### config.mk
export PLATFORM = sky130hd
export DESIGN_NAME = g711_companding_codec
export DESIGN_NICKNAME = d
export VERILOG_FILES = /design/src/hdl/g711cc_pkg.sv /design/src/hdl/g711cc_prep.sv /design/src/hdl/g711cc_seg.sv /design/src/hdl/g711cc_out.sv /design/src/hdl/g711_companding_codec.sv
export SDC_FILE = /design/constraint.sdc
export NUM_CORES = 1
export LEC_CHECK = 0
export BUFFER_PORTS_ARGS = -buffer_cell sky130_fd_sc_hd__buf_2
export CORE_MARGIN = 2
export CORE_UTILIZATION = 50
export CTS_CLUSTER_SIZE = 16
export DETAILED_ROUTE_END_ITERATION = 8
export GPL_ROUTABILITY_DRIVEN = 0
export PLACE_DENSITY = 0.72
export SYNTH_ARGS = -nofsm -noshare
export SYNTH_HDL_FRONTEND = slang
export SYNTH_SLANG_ARGS = --single-unit
### constraint.sdc
create_clock -name clock -period 4.2 [get_ports clock]
set_clock_uncertainty 0.2 [all_clocks]
set_input_delay 0.42 -clock clock [delete_from_list [all_inputs] [get_ports clock]]
set_output_delay 0.42 -clock clock [all_outputs]
set_load 0.01 [all_outputs]
### src/hdl/g711cc_pkg.sv
`default_nettype none
package g711cc_pkg;

   localparam logic [2:0] CMD_LIN_TO_A = 3'd0;
   localparam logic [2:0] CMD_LIN_TO_MU = 3'd1;
   localparam logic [2:0] CMD_A_TO_LIN = 3'd2;
   localparam logic [2:0] CMD_MU_TO_LIN = 3'd3;
   localparam logic [2:0] CMD_A_TO_MU = 3'd4;
   localparam logic [2:0] CMD_MU_TO_A = 3'd5;

   localparam logic [7:0] MASK_A_POS = 8'hD5;
   localparam logic [7:0] MASK_A_NEG = 8'h55;
   localparam logic [7:0] MASK_MU_NEG = 8'h7F;
   localparam logic [7:0] MASK_MU_POS = 8'hFF;
   localparam logic [7:0] TOP_CODE = 8'h7F;
   localparam logic [6:0] A_INDEX_FLIP = 7'h55;

   localparam logic [13:0] MU_CLIP = 14'd8159;
   localparam logic [13:0] MU_ENC_BIAS = 14'd33;
   localparam logic [14:0] A_DEC_BIAS = 15'h108;
   localparam logic [14:0] MU_DEC_BIAS = 15'h84;

   localparam int A_FIRST_END = 32;
   localparam int MU_FIRST_END = 64;

   localparam logic [6:0] A_TO_MU_TAB [128] = '{
      7'd1,   7'd3,   7'd5,   7'd7,   7'd9,   7'd11,  7'd13,  7'd15,
      7'd16,  7'd17,  7'd18,  7'd19,  7'd20,  7'd21,  7'd22,  7'd23,
      7'd24,  7'd25,  7'd26,  7'd27,  7'd28,  7'd29,  7'd30,  7'd31,
      7'd32,  7'd32,  7'd33,  7'd33,  7'd34,  7'd34,  7'd35,  7'd35,
      7'd36,  7'd37,  7'd38,  7'd39,  7'd40,  7'd41,  7'd42,  7'd43,
      7'd44,  7'd45,  7'd46,  7'd47,  7'd48,  7'd48,  7'd49,  7'd49,
      7'd50,  7'd51,  7'd52,  7'd53,  7'd54,  7'd55,  7'd56,  7'd57,
      7'd58,  7'd59,  7'd60,  7'd61,  7'd62,  7'd63,  7'd64,  7'd64,
      7'd65,  7'd66,  7'd67,  7'd68,  7'd69,  7'd70,  7'd71,  7'd72,
      7'd73,  7'd74,  7'd75,  7'd76,  7'd77,  7'd78,  7'd79,  7'd79,
      7'd80,  7'd81,  7'd82,  7'd83,  7'd84,  7'd85,  7'd86,  7'd87,
      7'd88,  7'd89,  7'd90,  7'd91,  7'd92,  7'd93,  7'd94,  7'd95,
      7'd96,  7'd97,  7'd98,  7'd99,  7'd100, 7'd101, 7'd102, 7'd103,
      7'd104, 7'd105, 7'd106, 7'd107, 7'd108, 7'd109, 7'd110, 7'd111,
      7'd112, 7'd113, 7'd114, 7'd115, 7'd116, 7'd117, 7'd118, 7'd119,
      7'd120, 7'd121, 7'd122, 7'd123, 7'd124, 7'd125, 7'd126, 7'd127
   };

   // mu-law to A-law, stored already decremented by one
   localparam logic [6:0] MU_TO_A_TAB [128] = '{
      7'd0,   7'd0,   7'd1,   7'd1,   7'd2,   7'd2,   7'd3,   7'd3,
      7'd4,   7'd4,   7'd5,   7'd5,   7'd6,   7'd6,   7'd7,   7'd7,
      7'd8,   7'd9,   7'd10,  7'd11,  7'd12,  7'd13,  7'd14,  7'd15,
      7'd16,  7'd17,  7'd18,  7'd19,  7'd20,  7'd21,  7'd22,  7'd23,
      7'd24,  7'd26,  7'd28,  7'd30,  7'd32,  7'd33,  7'd34,  7'd35,
      7'd36,  7'd37,  7'd38,  7'd39,  7'd40,  7'd41,  7'd42,  7'd43,
      7'd45,  7'd47,  7'd48,  7'd49,  7'd50,  7'd51,  7'd52,  7'd53,
      7'd54,  7'd55,  7'd56,  7'd57,  7'd58,  7'd59,  7'd60,  7'd61,
      7'd63,  7'd64,  7'd65,  7'd66,  7'd67,  7'd68,  7'd69,  7'd70,
      7'd71,  7'd72,  7'd73,  7'd74,  7'd75,  7'd76,  7'd77,  7'd78,
      7'd80,  7'd81,  7'd82,  7'd83,  7'd84,  7'd85,  7'd86,  7'd87,
      7'd88,  7'd89,  7'd90,  7'd91,  7'd92,  7'd93,  7'd94,  7'd95,
      7'd96,  7'd97,  7'd98,  7'd99,  7'd100, 7'd101, 7'd102, 7'd103,
      7'd104, 7'd105, 7'd106, 7'd107, 7'd108, 7'd109, 7'd110, 7'd111,
      7'd112, 7'd113, 7'd114, 7'd115, 7'd116, 7'd117, 7'd118, 7'd119,
      7'd120, 7'd121, 7'd122, 7'd123, 7'd124, 7'd125, 7'd126, 7'd127
   };

   // first stage to segment stage
   typedef struct packed {
      logic [2:0]  cmd;
      logic [13:0] mag;
      logic [7:0]  mask;
      logic [6:0]  xcode;
      logic        dec_neg;
      logic [2:0]  dec_seg;
      logic [3:0]  dec_mant;
   } prep_type;

   // segment stage to output stage
   typedef struct packed {
      logic [7:0]  code;
      logic [7:0]  mask;
      logic [14:0] pcm_mag;
      logic        pcm_neg;
   } seg_type;

endpackage
`default_nettype wire

### src/hdl/g711cc_prep.sv
`default_nettype none
module g711cc_prep (
   input  wire logic               clock,
   input  wire logic               reset,
   input  wire logic               in_valid,
   output logic                    in_stall,
   input  wire logic [2:0]         command,
   input  wire logic signed [15:0] sample,
   input  wire logic [7:0]         code_in,
   output logic                    out_valid,
   input  wire logic               out_stall,
   output g711cc_pkg::prep_type    out_data
);

   logic                 valid_ff;
   logic                 valid_in;
   g711cc_pkg::prep_type data_ff;
   g711cc_pkg::prep_type data_in;

   logic signed [12:0] va;
   logic signed [13:0] vm;
   logic [13:0]        mag_a;
   logic [13:0]        mag_m;
   logic [13:0]        clip_m;
   logic [7:0]         a_dec;
   logic [7:0]         u_dec;

   always_comb begin
      va = sample[15:3];
      vm = sample[15:2];
      // ones complement of a negative value gives -v - 1
      mag_a = va[12] ? {2'b00, ~va[11:0]} : {2'b00, va[11:0]};
      mag_m = vm[13] ? 14'(-vm) : 14'(vm);
      clip_m = (mag_m > g711cc_pkg::MU_CLIP) ? g711cc_pkg::MU_CLIP : mag_m;
      a_dec = code_in ^ g711cc_pkg::MASK_A_NEG;
      u_dec = ~code_in;

      data_in = '0;
      data_in.cmd = command;
      case (command)
         g711cc_pkg::CMD_LIN_TO_A: begin
            data_in.mag = mag_a;
            data_in.mask = va[12] ? g711cc_pkg::MASK_A_NEG : g711cc_pkg::MASK_A_POS;
         end
         g711cc_pkg::CMD_LIN_TO_MU: begin
            data_in.mag = clip_m + g711cc_pkg::MU_ENC_BIAS;
            data_in.mask = vm[13] ? g711cc_pkg::MASK_MU_NEG : g711cc_pkg::MASK_MU_POS;
         end
         g711cc_pkg::CMD_A_TO_LIN: begin
            data_in.dec_neg = ~a_dec[7];
            data_in.dec_seg = a_dec[6:4];
            data_in.dec_mant = a_dec[3:0];
         end
         g711cc_pkg::CMD_MU_TO_LIN: begin
            data_in.dec_neg = u_dec[7];
            data_in.dec_seg = u_dec[6:4];
            data_in.dec_mant = u_dec[3:0];
         end
         g711cc_pkg::CMD_A_TO_MU: begin
            data_in.xcode = g711cc_pkg::A_TO_MU_TAB[code_in[6:0] ^ g711cc_pkg::A_INDEX_FLIP];
            data_in.mask = code_in[7] ? g711cc_pkg::MASK_MU_POS : g711cc_pkg::MASK_MU_NEG;
         end
         g711cc_pkg::CMD_MU_TO_A: begin
            data_in.xcode = g711cc_pkg::MU_TO_A_TAB[~code_in[6:0]];
            data_in.mask = code_in[7] ? g711cc_pkg::MASK_A_POS : g711cc_pkg::MASK_A_NEG;
         end
         default: begin
         end
      endcase
   end

   assign in_stall = valid_ff & out_stall;
   assign valid_in = in_stall ? valid_ff : in_valid;

   always_ff @(posedge clock) begin
      if (reset) begin
         valid_ff <= 1'b0;
      end else begin
         valid_ff <= valid_in;
      end
   end

   always_ff @(posedge clock) begin
      if (!in_stall && in_valid) begin
         data_ff <= data_in;
      end
   end

   assign out_valid = valid_ff;
   assign out_data = data_ff;

endmodule
`default_nettype wire

### src/hdl/g711cc_seg.sv
`default_nettype none
module g711cc_seg (
   input  wire logic                 clock,
   input  wire logic                 reset,
   input  wire logic                 in_valid,
   output logic                      in_stall,
   input  wire g711cc_pkg::prep_type in_data,
   output logic                      out_valid,
   input  wire logic                 out_stall,
   output g711cc_pkg::seg_type       out_data
);

   logic                valid_ff;
   logic                valid_in;
   g711cc_pkg::seg_type data_ff;
   g711cc_pkg::seg_type data_in;

   logic [3:0]  seg_a;
   logic [3:0]  seg_m;
   logic [3:0]  sh_a;
   logic [3:0]  sh_m;
   logic [3:0]  mant_a;
   logic [3:0]  mant_m;
   logic [14:0] a_base;
   logic [14:0] a_t;
   logic [14:0] mu_t;

   always_comb begin
      // segment is the first k whose end (first_end << k) - 1 covers the magnitude
      seg_a = 4'd8;
      seg_m = 4'd8;
      for (int k = 7; k >= 0; k--) begin
         if (in_data.mag <= 14'((g711cc_pkg::A_FIRST_END << k) - 1)) begin
            seg_a = 4'(k);
         end
         if (in_data.mag <= 14'((g711cc_pkg::MU_FIRST_END << k) - 1)) begin
            seg_m = 4'(k);
         end
      end
      sh_a = (seg_a < 4'd2) ? 4'd1 : seg_a;
      sh_m = seg_m + 4'd1;
      mant_a = 4'(in_data.mag >> sh_a);
      mant_m = 4'(in_data.mag >> sh_m);

      a_base = 15'({in_data.dec_mant, 4'h0}) + g711cc_pkg::A_DEC_BIAS;
      a_t = (in_data.dec_seg == 3'd0) ? 15'({in_data.dec_mant, 4'h8})
                                      : a_base << (in_data.dec_seg - 3'd1);
      mu_t = (15'({in_data.dec_mant, 3'b000}) + g711cc_pkg::MU_DEC_BIAS) << in_data.dec_seg;

      data_in = '0;
      data_in.mask = in_data.mask;
      case (in_data.cmd)
         g711cc_pkg::CMD_LIN_TO_A: begin
            data_in.code = seg_a[3] ? g711cc_pkg::TOP_CODE : {1'b0, seg_a[2:0], mant_a};
         end
         g711cc_pkg::CMD_LIN_TO_MU: begin
            data_in.code = seg_m[3] ? g711cc_pkg::TOP_CODE : {1'b0, seg_m[2:0], mant_m};
         end
         g711cc_pkg::CMD_A_TO_LIN: begin
            data_in.pcm_mag = a_t;
            data_in.pcm_neg = in_data.dec_neg;
         end
         g711cc_pkg::CMD_MU_TO_LIN: begin
            data_in.pcm_mag = mu_t - g711cc_pkg::MU_DEC_BIAS;
            data_in.pcm_neg = in_data.dec_neg;
         end
         g711cc_pkg::CMD_A_TO_MU, g711cc_pkg::CMD_MU_TO_A: begin
            data_in.code = {1'b0, in_data.xcode};
         end
         default: begin
         end
      endcase
   end

   assign in_stall = valid_ff & out_stall;
   assign valid_in = in_stall ? valid_ff : in_valid;

   always_ff @(posedge clock) begin
      if (reset) begin
         valid_ff <= 1'b0;
      end else begin
         valid_ff <= valid_in;
      end
   end

   always_ff @(posedge clock) begin
      if (!in_stall && in_valid) begin
         data_ff <= data_in;
      end
   end

   assign out_valid = valid_ff;
   assign out_data = data_ff;

endmodule
`default_nettype wire

### src/hdl/g711cc_out.sv
`default_nettype none
module g711cc_out (
   input  wire logic                clock,
   input  wire logic                reset,
   input  wire logic                in_valid,
   output logic                     in_stall,
   input  wire g711cc_pkg::seg_type in_data,
   output logic                     out_valid,
   input  wire logic                out_stall,
   output logic signed [15:0]       pcm_out,
   output logic [7:0]               code_out
);

   logic        valid_ff;
   logic        valid_in;
   logic [15:0] pcm_ff;
   logic [15:0] pcm_in;
   logic [7:0]  code_ff;
   logic [7:0]  code_in;
   logic [15:0] mag16;

   always_comb begin
      mag16 = {1'b0, in_data.pcm_mag};
      pcm_in = in_data.pcm_neg ? (16'd0 - mag16) : mag16;
      // mask and code are both zero for the decode and unused commands
      code_in = in_data.code ^ in_data.mask;
   end

   assign in_stall = valid_ff & out_stall;
   assign valid_in = in_stall ? valid_ff : in_valid;

   always_ff @(posedge clock) begin
      if (reset) begin
         valid_ff <= 1'b0;
      end else begin
         valid_ff <= valid_in;
      end
   end

   always_ff @(posedge clock) begin
      if (!in_stall && in_valid) begin
         pcm_ff <= pcm_in;
         code_ff <= code_in;
      end
   end

   assign out_valid = valid_ff;
   assign pcm_out = signed'(pcm_ff);
   assign code_out = code_ff;

endmodule
`default_nettype wire

### src/hdl/g711_companding_codec.sv
// G.711 A-law / mu-law companding unit.
// Request channel: req_valid, req_stall, req_command, req_sample, req_code_in.
// A transfer happens at a rising edge with req_valid high and req_stall low.
// Commands: linear to A-law, linear to mu-law, A-law to linear, mu-law to
// linear, A-law to mu-law, mu-law to A-law; the other two codes give zeros.
// Response channel: rsp_valid, rsp_stall, rsp_pcm_out, rsp_code_out, one
// response per request, in request order.
// Pipeline: three register stages (input prep and table lookup, segment search
// and mantissa/decode shift, sign and mask apply); the response is driven
// straight from the sign and mask register.
// Throughput: one request per cycle while rsp_stall stays low.
// When the receiver holds rsp_stall, the response holds steady and the stages
// behind it keep filling; req_stall rises once the pipeline is full, and it is
// low in any cycle with rsp_stall low.
// Reset (synchronous, active high) empties the pipeline; no data is kept.
`default_nettype none
module g711_companding_codec (
   input  wire logic               clock,
   input  wire logic               reset,
   input  wire logic               req_valid,
   output logic                    req_stall,
   input  wire logic [2:0]         req_command,
   input  wire logic signed [15:0] req_sample,
   input  wire logic [7:0]         req_code_in,
   output logic                    rsp_valid,
   input  wire logic               rsp_stall,
   output logic signed [15:0]      rsp_pcm_out,
   output logic [7:0]              rsp_code_out
);

   logic                 p_valid;
   logic                 p_stall;
   g711cc_pkg::prep_type p_data;
   logic                 s_valid;
   logic                 s_stall;
   g711cc_pkg::seg_type  s_data;

   g711cc_prep u_prep (
      .clock     (clock),
      .reset     (reset),
      .in_valid  (req_valid),
      .in_stall  (req_stall),
      .command   (req_command),
      .sample    (req_sample),
      .code_in   (req_code_in),
      .out_valid (p_valid),
      .out_stall (p_stall),
      .out_data  (p_data)
   );

   g711cc_seg u_seg (
      .clock     (clock),
      .reset     (reset),
      .in_valid  (p_valid),
      .in_stall  (p_stall),
      .in_data   (p_data),
      .out_valid (s_valid),
      .out_stall (s_stall),
      .out_data  (s_data)
   );

   g711cc_out u_out (
      .clock     (clock),
      .reset     (reset),
      .in_valid  (s_valid),
      .in_stall  (s_stall),
      .in_data   (s_data),
      .out_valid (rsp_valid),
      .out_stall (rsp_stall),
      .pcm_out   (rsp_pcm_out),
      .code_out  (rsp_code_out)
   );

endmodule
`default_nettype wire

==> flow_metrics.env <==
export IMPL_status="complete, no violations"
export IMPL_reg2reg_from="u_prep.out_data[30]$_SDFFCE_PN0P_"
export IMPL_crit_fanout=13
export IMPL_synth_top_area_share_pct=34.4
export IMPL_synth_warnings=0
export IMPL_synth_ff_type="edfxtp_1"
export IMPL_synth_adder_area_share_pct=4.43
export IMPL_cts_sinks=84
export IMPL_ff2ff_path_depth=10
export IMPL_synth_ff_latch_count=84
export IMPL_io_buffers=52
export IMPL_slowest_stage="edfxtp_1"
export IMPL_startpoint="u_prep.out_data[30]$_SDFFCE_PN0P_"
export IMPL_finalCriticalPeriod_ns=3.77
export IMPL_cts_reportedPaths_clkPinSlew_ns=0.06
export IMPL_dr_wl_met2_um=7640
export IMPL_synthSimpleGateAreaFrac_pct=17.9
export IMPL_endpoint="u_seg.out_data[25]$_SDFFCE_PN0P_"
export IMPL_drc=0
export IMPL_min_period_over_period_pct=89.7
export IMPL_slowest_delay_ns=0.55
export IMPL_antenna_found_initial=0
export IMPL_reg2reg_slack_ns=0.43
export IMPL_seq_area_frac_synth_pct=35.3
export IMPL_crit_buf_inv=0
export IMPL_top_layer_used="met4"
export IMPL_setup_viol=0
export IMPL_cts_resized=0
export IMPL_cts_buffer_depth=2
export IMPL_critPathRequiredTime_ns=4.08
export IMPL_startpoint_type="flip-flop"
export IMPL_slew_violations=0
export IMPL_cp_depth=10
export IMPL_grt_max_degree=36
export IMPL_fin_tns_setup_ns=0
export IMPL_cp_top_family="simple AND/OR/NAND/NOR gates"
export IMPL_power_mw=2.40
export IMPL_die_w_um=123
export IMPL_ant_nets=0
export IMPL_synth_area_top_cells="edfxtp_1 34%, ha_1 4.4%, nand2_1 3.6%"
export IMPL_fp_dieH_um=123
export IMPL_drive_above_1_share_pct=13.9
export IMPL_drt_iter0_markers=439
export IMPL_grt_use_total_pct=21.3
export IMPL_via_per_inst=6.22
export IMPL_syn_to_final_growth_pct=8.19
export IMPL_yosysUniqueCellTypes=85
export IMPL_n_antenna_cell=0
export IMPL_dr_pass1_iters=5
export IMPL_grt_pass1_vias=5506
export IMPL_synth_top_family_by_area="compound AO/OA/AOI/OAI gates"
export IMPL_synth_compound_area_share_pct=24.4
export IMPL_cp_data_arrival_time_ns=3.65
export IMPL_wl_met1_um=7040
export IMPL_worstPathCellList="nor2b_1 -> o21ai_0 -> nand2_1 -> ha_1 -> or3_1 -> and2_1 -> mux2i_1 -> mux2_2 -> o221ai_1 -> a32o_1"
export IMPL_grt_first_pass_wirelength_um=26100
export IMPL_initial_utilization_pct=51.1
export IMPL_synth_edff_count=81
export IMPL_async_flop_share_pct=0
export IMPL_dr_wl_met3_um=994
export IMPL_synth_top_area_cell="edfxtp_1"
export IMPL_root_buffer="clkbuf_16"
export IMPL_max_vdd_ir_drop_mv=0.195
export IMPL_synthMuxAreaShare_pct=5.53
export IMPL_yosysMostFrequentCell="edfxtp_1"
export IMPL_insertion_delay_ns=0.33
export IMPL_syn_inst=782
export IMPL_grt_overflow_total=0
export IMPL_worstMarginPinSlew_ns=1.06
export IMPL_drv_cap=0
export IMPL_dr_total_vias=6091
export IMPL_hold_class="in2reg"
export IMPL_hold_viol=0
export IMPL_cts_buffers=9
export IMPL_rows=43
export IMPL_relSlewSlack_pct=28.8
export IMPL_post_cts_setup_buffers=0
export IMPL_final_util_pct=55.2
export IMPL_io_pins=57
export IMPL_synthTopCellsByCount="81 x edfxtp_1, 68 x nand2_1, 68 x nor2_1"
export IMPL_cts_hold_buffers=0
export IMPL_p_leak_nw=2.86
export IMPL_dieArea_sq_mm=0.0151
export IMPL_cellPowerDensity_mw_per_mm2=315
export IMPL_worstSetupPathType="reg2reg"
export IMPL_layout_nets=850
export IMPL_synth_area_per_cell_sq_um=9.03
export IMPL_routedWlPerCell_um=16.3
export IMPL_rsz0062_at_grt="no"
export IMPL_synthXorXnorAreaFrac_pct=7.04
export IMPL_synthesis_area_sq_mm=0.00706
export IMPL_fmax_mhz=265
export IMPL_cts_tree="yes"
export IMPL_cp_end_kind="flip-flop"
export IMPL_coreArea_sq_mm=0.0138
export IMPL_routed_wl_um=15900
export IMPL_cts_max_level=3
export IMPL_dp_hpwl_um=11600
export IMPL_r2r_end="u_seg.out_data[25]$_SDFFCE_PN0P_"
## through the flow
stage | std cells | worst slack (ns) | instance area, sq um | hold WS [ns]
after floorplan | 783 | 0.792 | 7060 | 0.200
after detailed placement | 963 | 0.273 | 7360 | 0.211
after global placement | 963 | 0.373 | 7360 | 0.209
final | 979 | 0.432 | 7640 | 0.0820
after CTS | 979 | 0.508 | 7640 | 0.0741
after global routing | 979 | 0.211 | 7640 | 0.0917
## cells in the final DEF (no fill, tap or decap), drive strengths merged, types with 25 or more instances in the layout
cell type / count
nor2: 68
buf: 60
edfxtp: 81
nand2: 68
xnor2: 28
ha: 25
xor2: 27
a21oi: 51
o21ai: 48
inv: 31
## routing by layer
metal / GRT usage [%] / vias up
met5: 0 / -
met4: 7.18 / 0
met3: 2.28 / 27
met2: 34.9 / 251
met1: 29.3 / 2877
li1: - / 2936
## registers in the layout, indices dropped and copies added, names as in the netlist
signal	count
u_seg.out_data	24
u_out.pcm_out	14
u_prep.out_data	35
u_out.out_valid	1
u_seg.out_valid	1
u_out.code_out	8
u_prep.out_valid	1
## how the worst min path moves through the flow
stage	start	end	slack (ns)	cells after the start
3_5_place_dp	u_prep.out_data[20]$_SDFFCE_PN0P_	u_seg.out_data[21]$_DFFE_PP_	0.21	0
6_report	reset	u_out.out_valid$_SDFFE_PP0N_	0.08	2
2_1_floorplan	u_seg.out_data[23]$_DFFE_PP_	u_out.code_out[7]$_DFFE_PP_	0.20	0
4_1_cts	reset	u_out.out_valid$_SDFFE_PP0N_	0.07	2
5_1_grt	reset	u_out.out_valid$_SDFFE_PP0N_	0.09	2
3_3_place_gp	u_prep.out_data[21]$_SDFFCE_PN0P_	u_seg.out_data[22]$_DFFE_PP_	0.21	0
## report_power, final
group | total (mW) | switching (mW) | internal, mW
Sequential | 1.05 | 0.0619 | 0.990
Combinational | 0.617 | 0.370 | 0.247
Clock | 0.734 | 0.326 | 0.408
## cell families (layout without fill, tap and decap cells)
| group | Yosys count | count (layout) |
|---|---|---|
| AND/OR/NAND/NOR | 254 | 254 |
| XOR/XNOR | 55 | 55 |
| multiplexers | 32 | 32 |
| other | 1 | 2 |
| buffers and inverters | 90 | 106 |
| AO/OA/AOI/OAI | 241 | 241 |
| flip-flops | 84 | 84 |
| adder cells (fa/ha/maj) | 25 | 25 |
## final cells by class
cell class / instances / area [sq um]
Fill cell: 1210 / 6190
Multi-Input combinational cell: 609 / 4210
Sequential cell: 84 / 2490
Timing Repair Buffer: 60 / 320
Clock buffer: 9 / 225
Tap cell: 180 / 225
Inverter: 30 / 113
Clock inverter: 7 / 57.6
## worst reg2reg max path, cell delays in order, from the launching register on
cell and delay [ns]:
edfxtp_1 0.55, nor2b_1 0.12, o21ai_0 0.40, nand2_1 0.32
ha_1 0.36, or3_1 0.37, and2_1 0.33, mux2i_1 0.26
mux2_2 0.19, o221ai_1 0.11, a32o_1 0.28
Power figures use the tool's default switching activity.
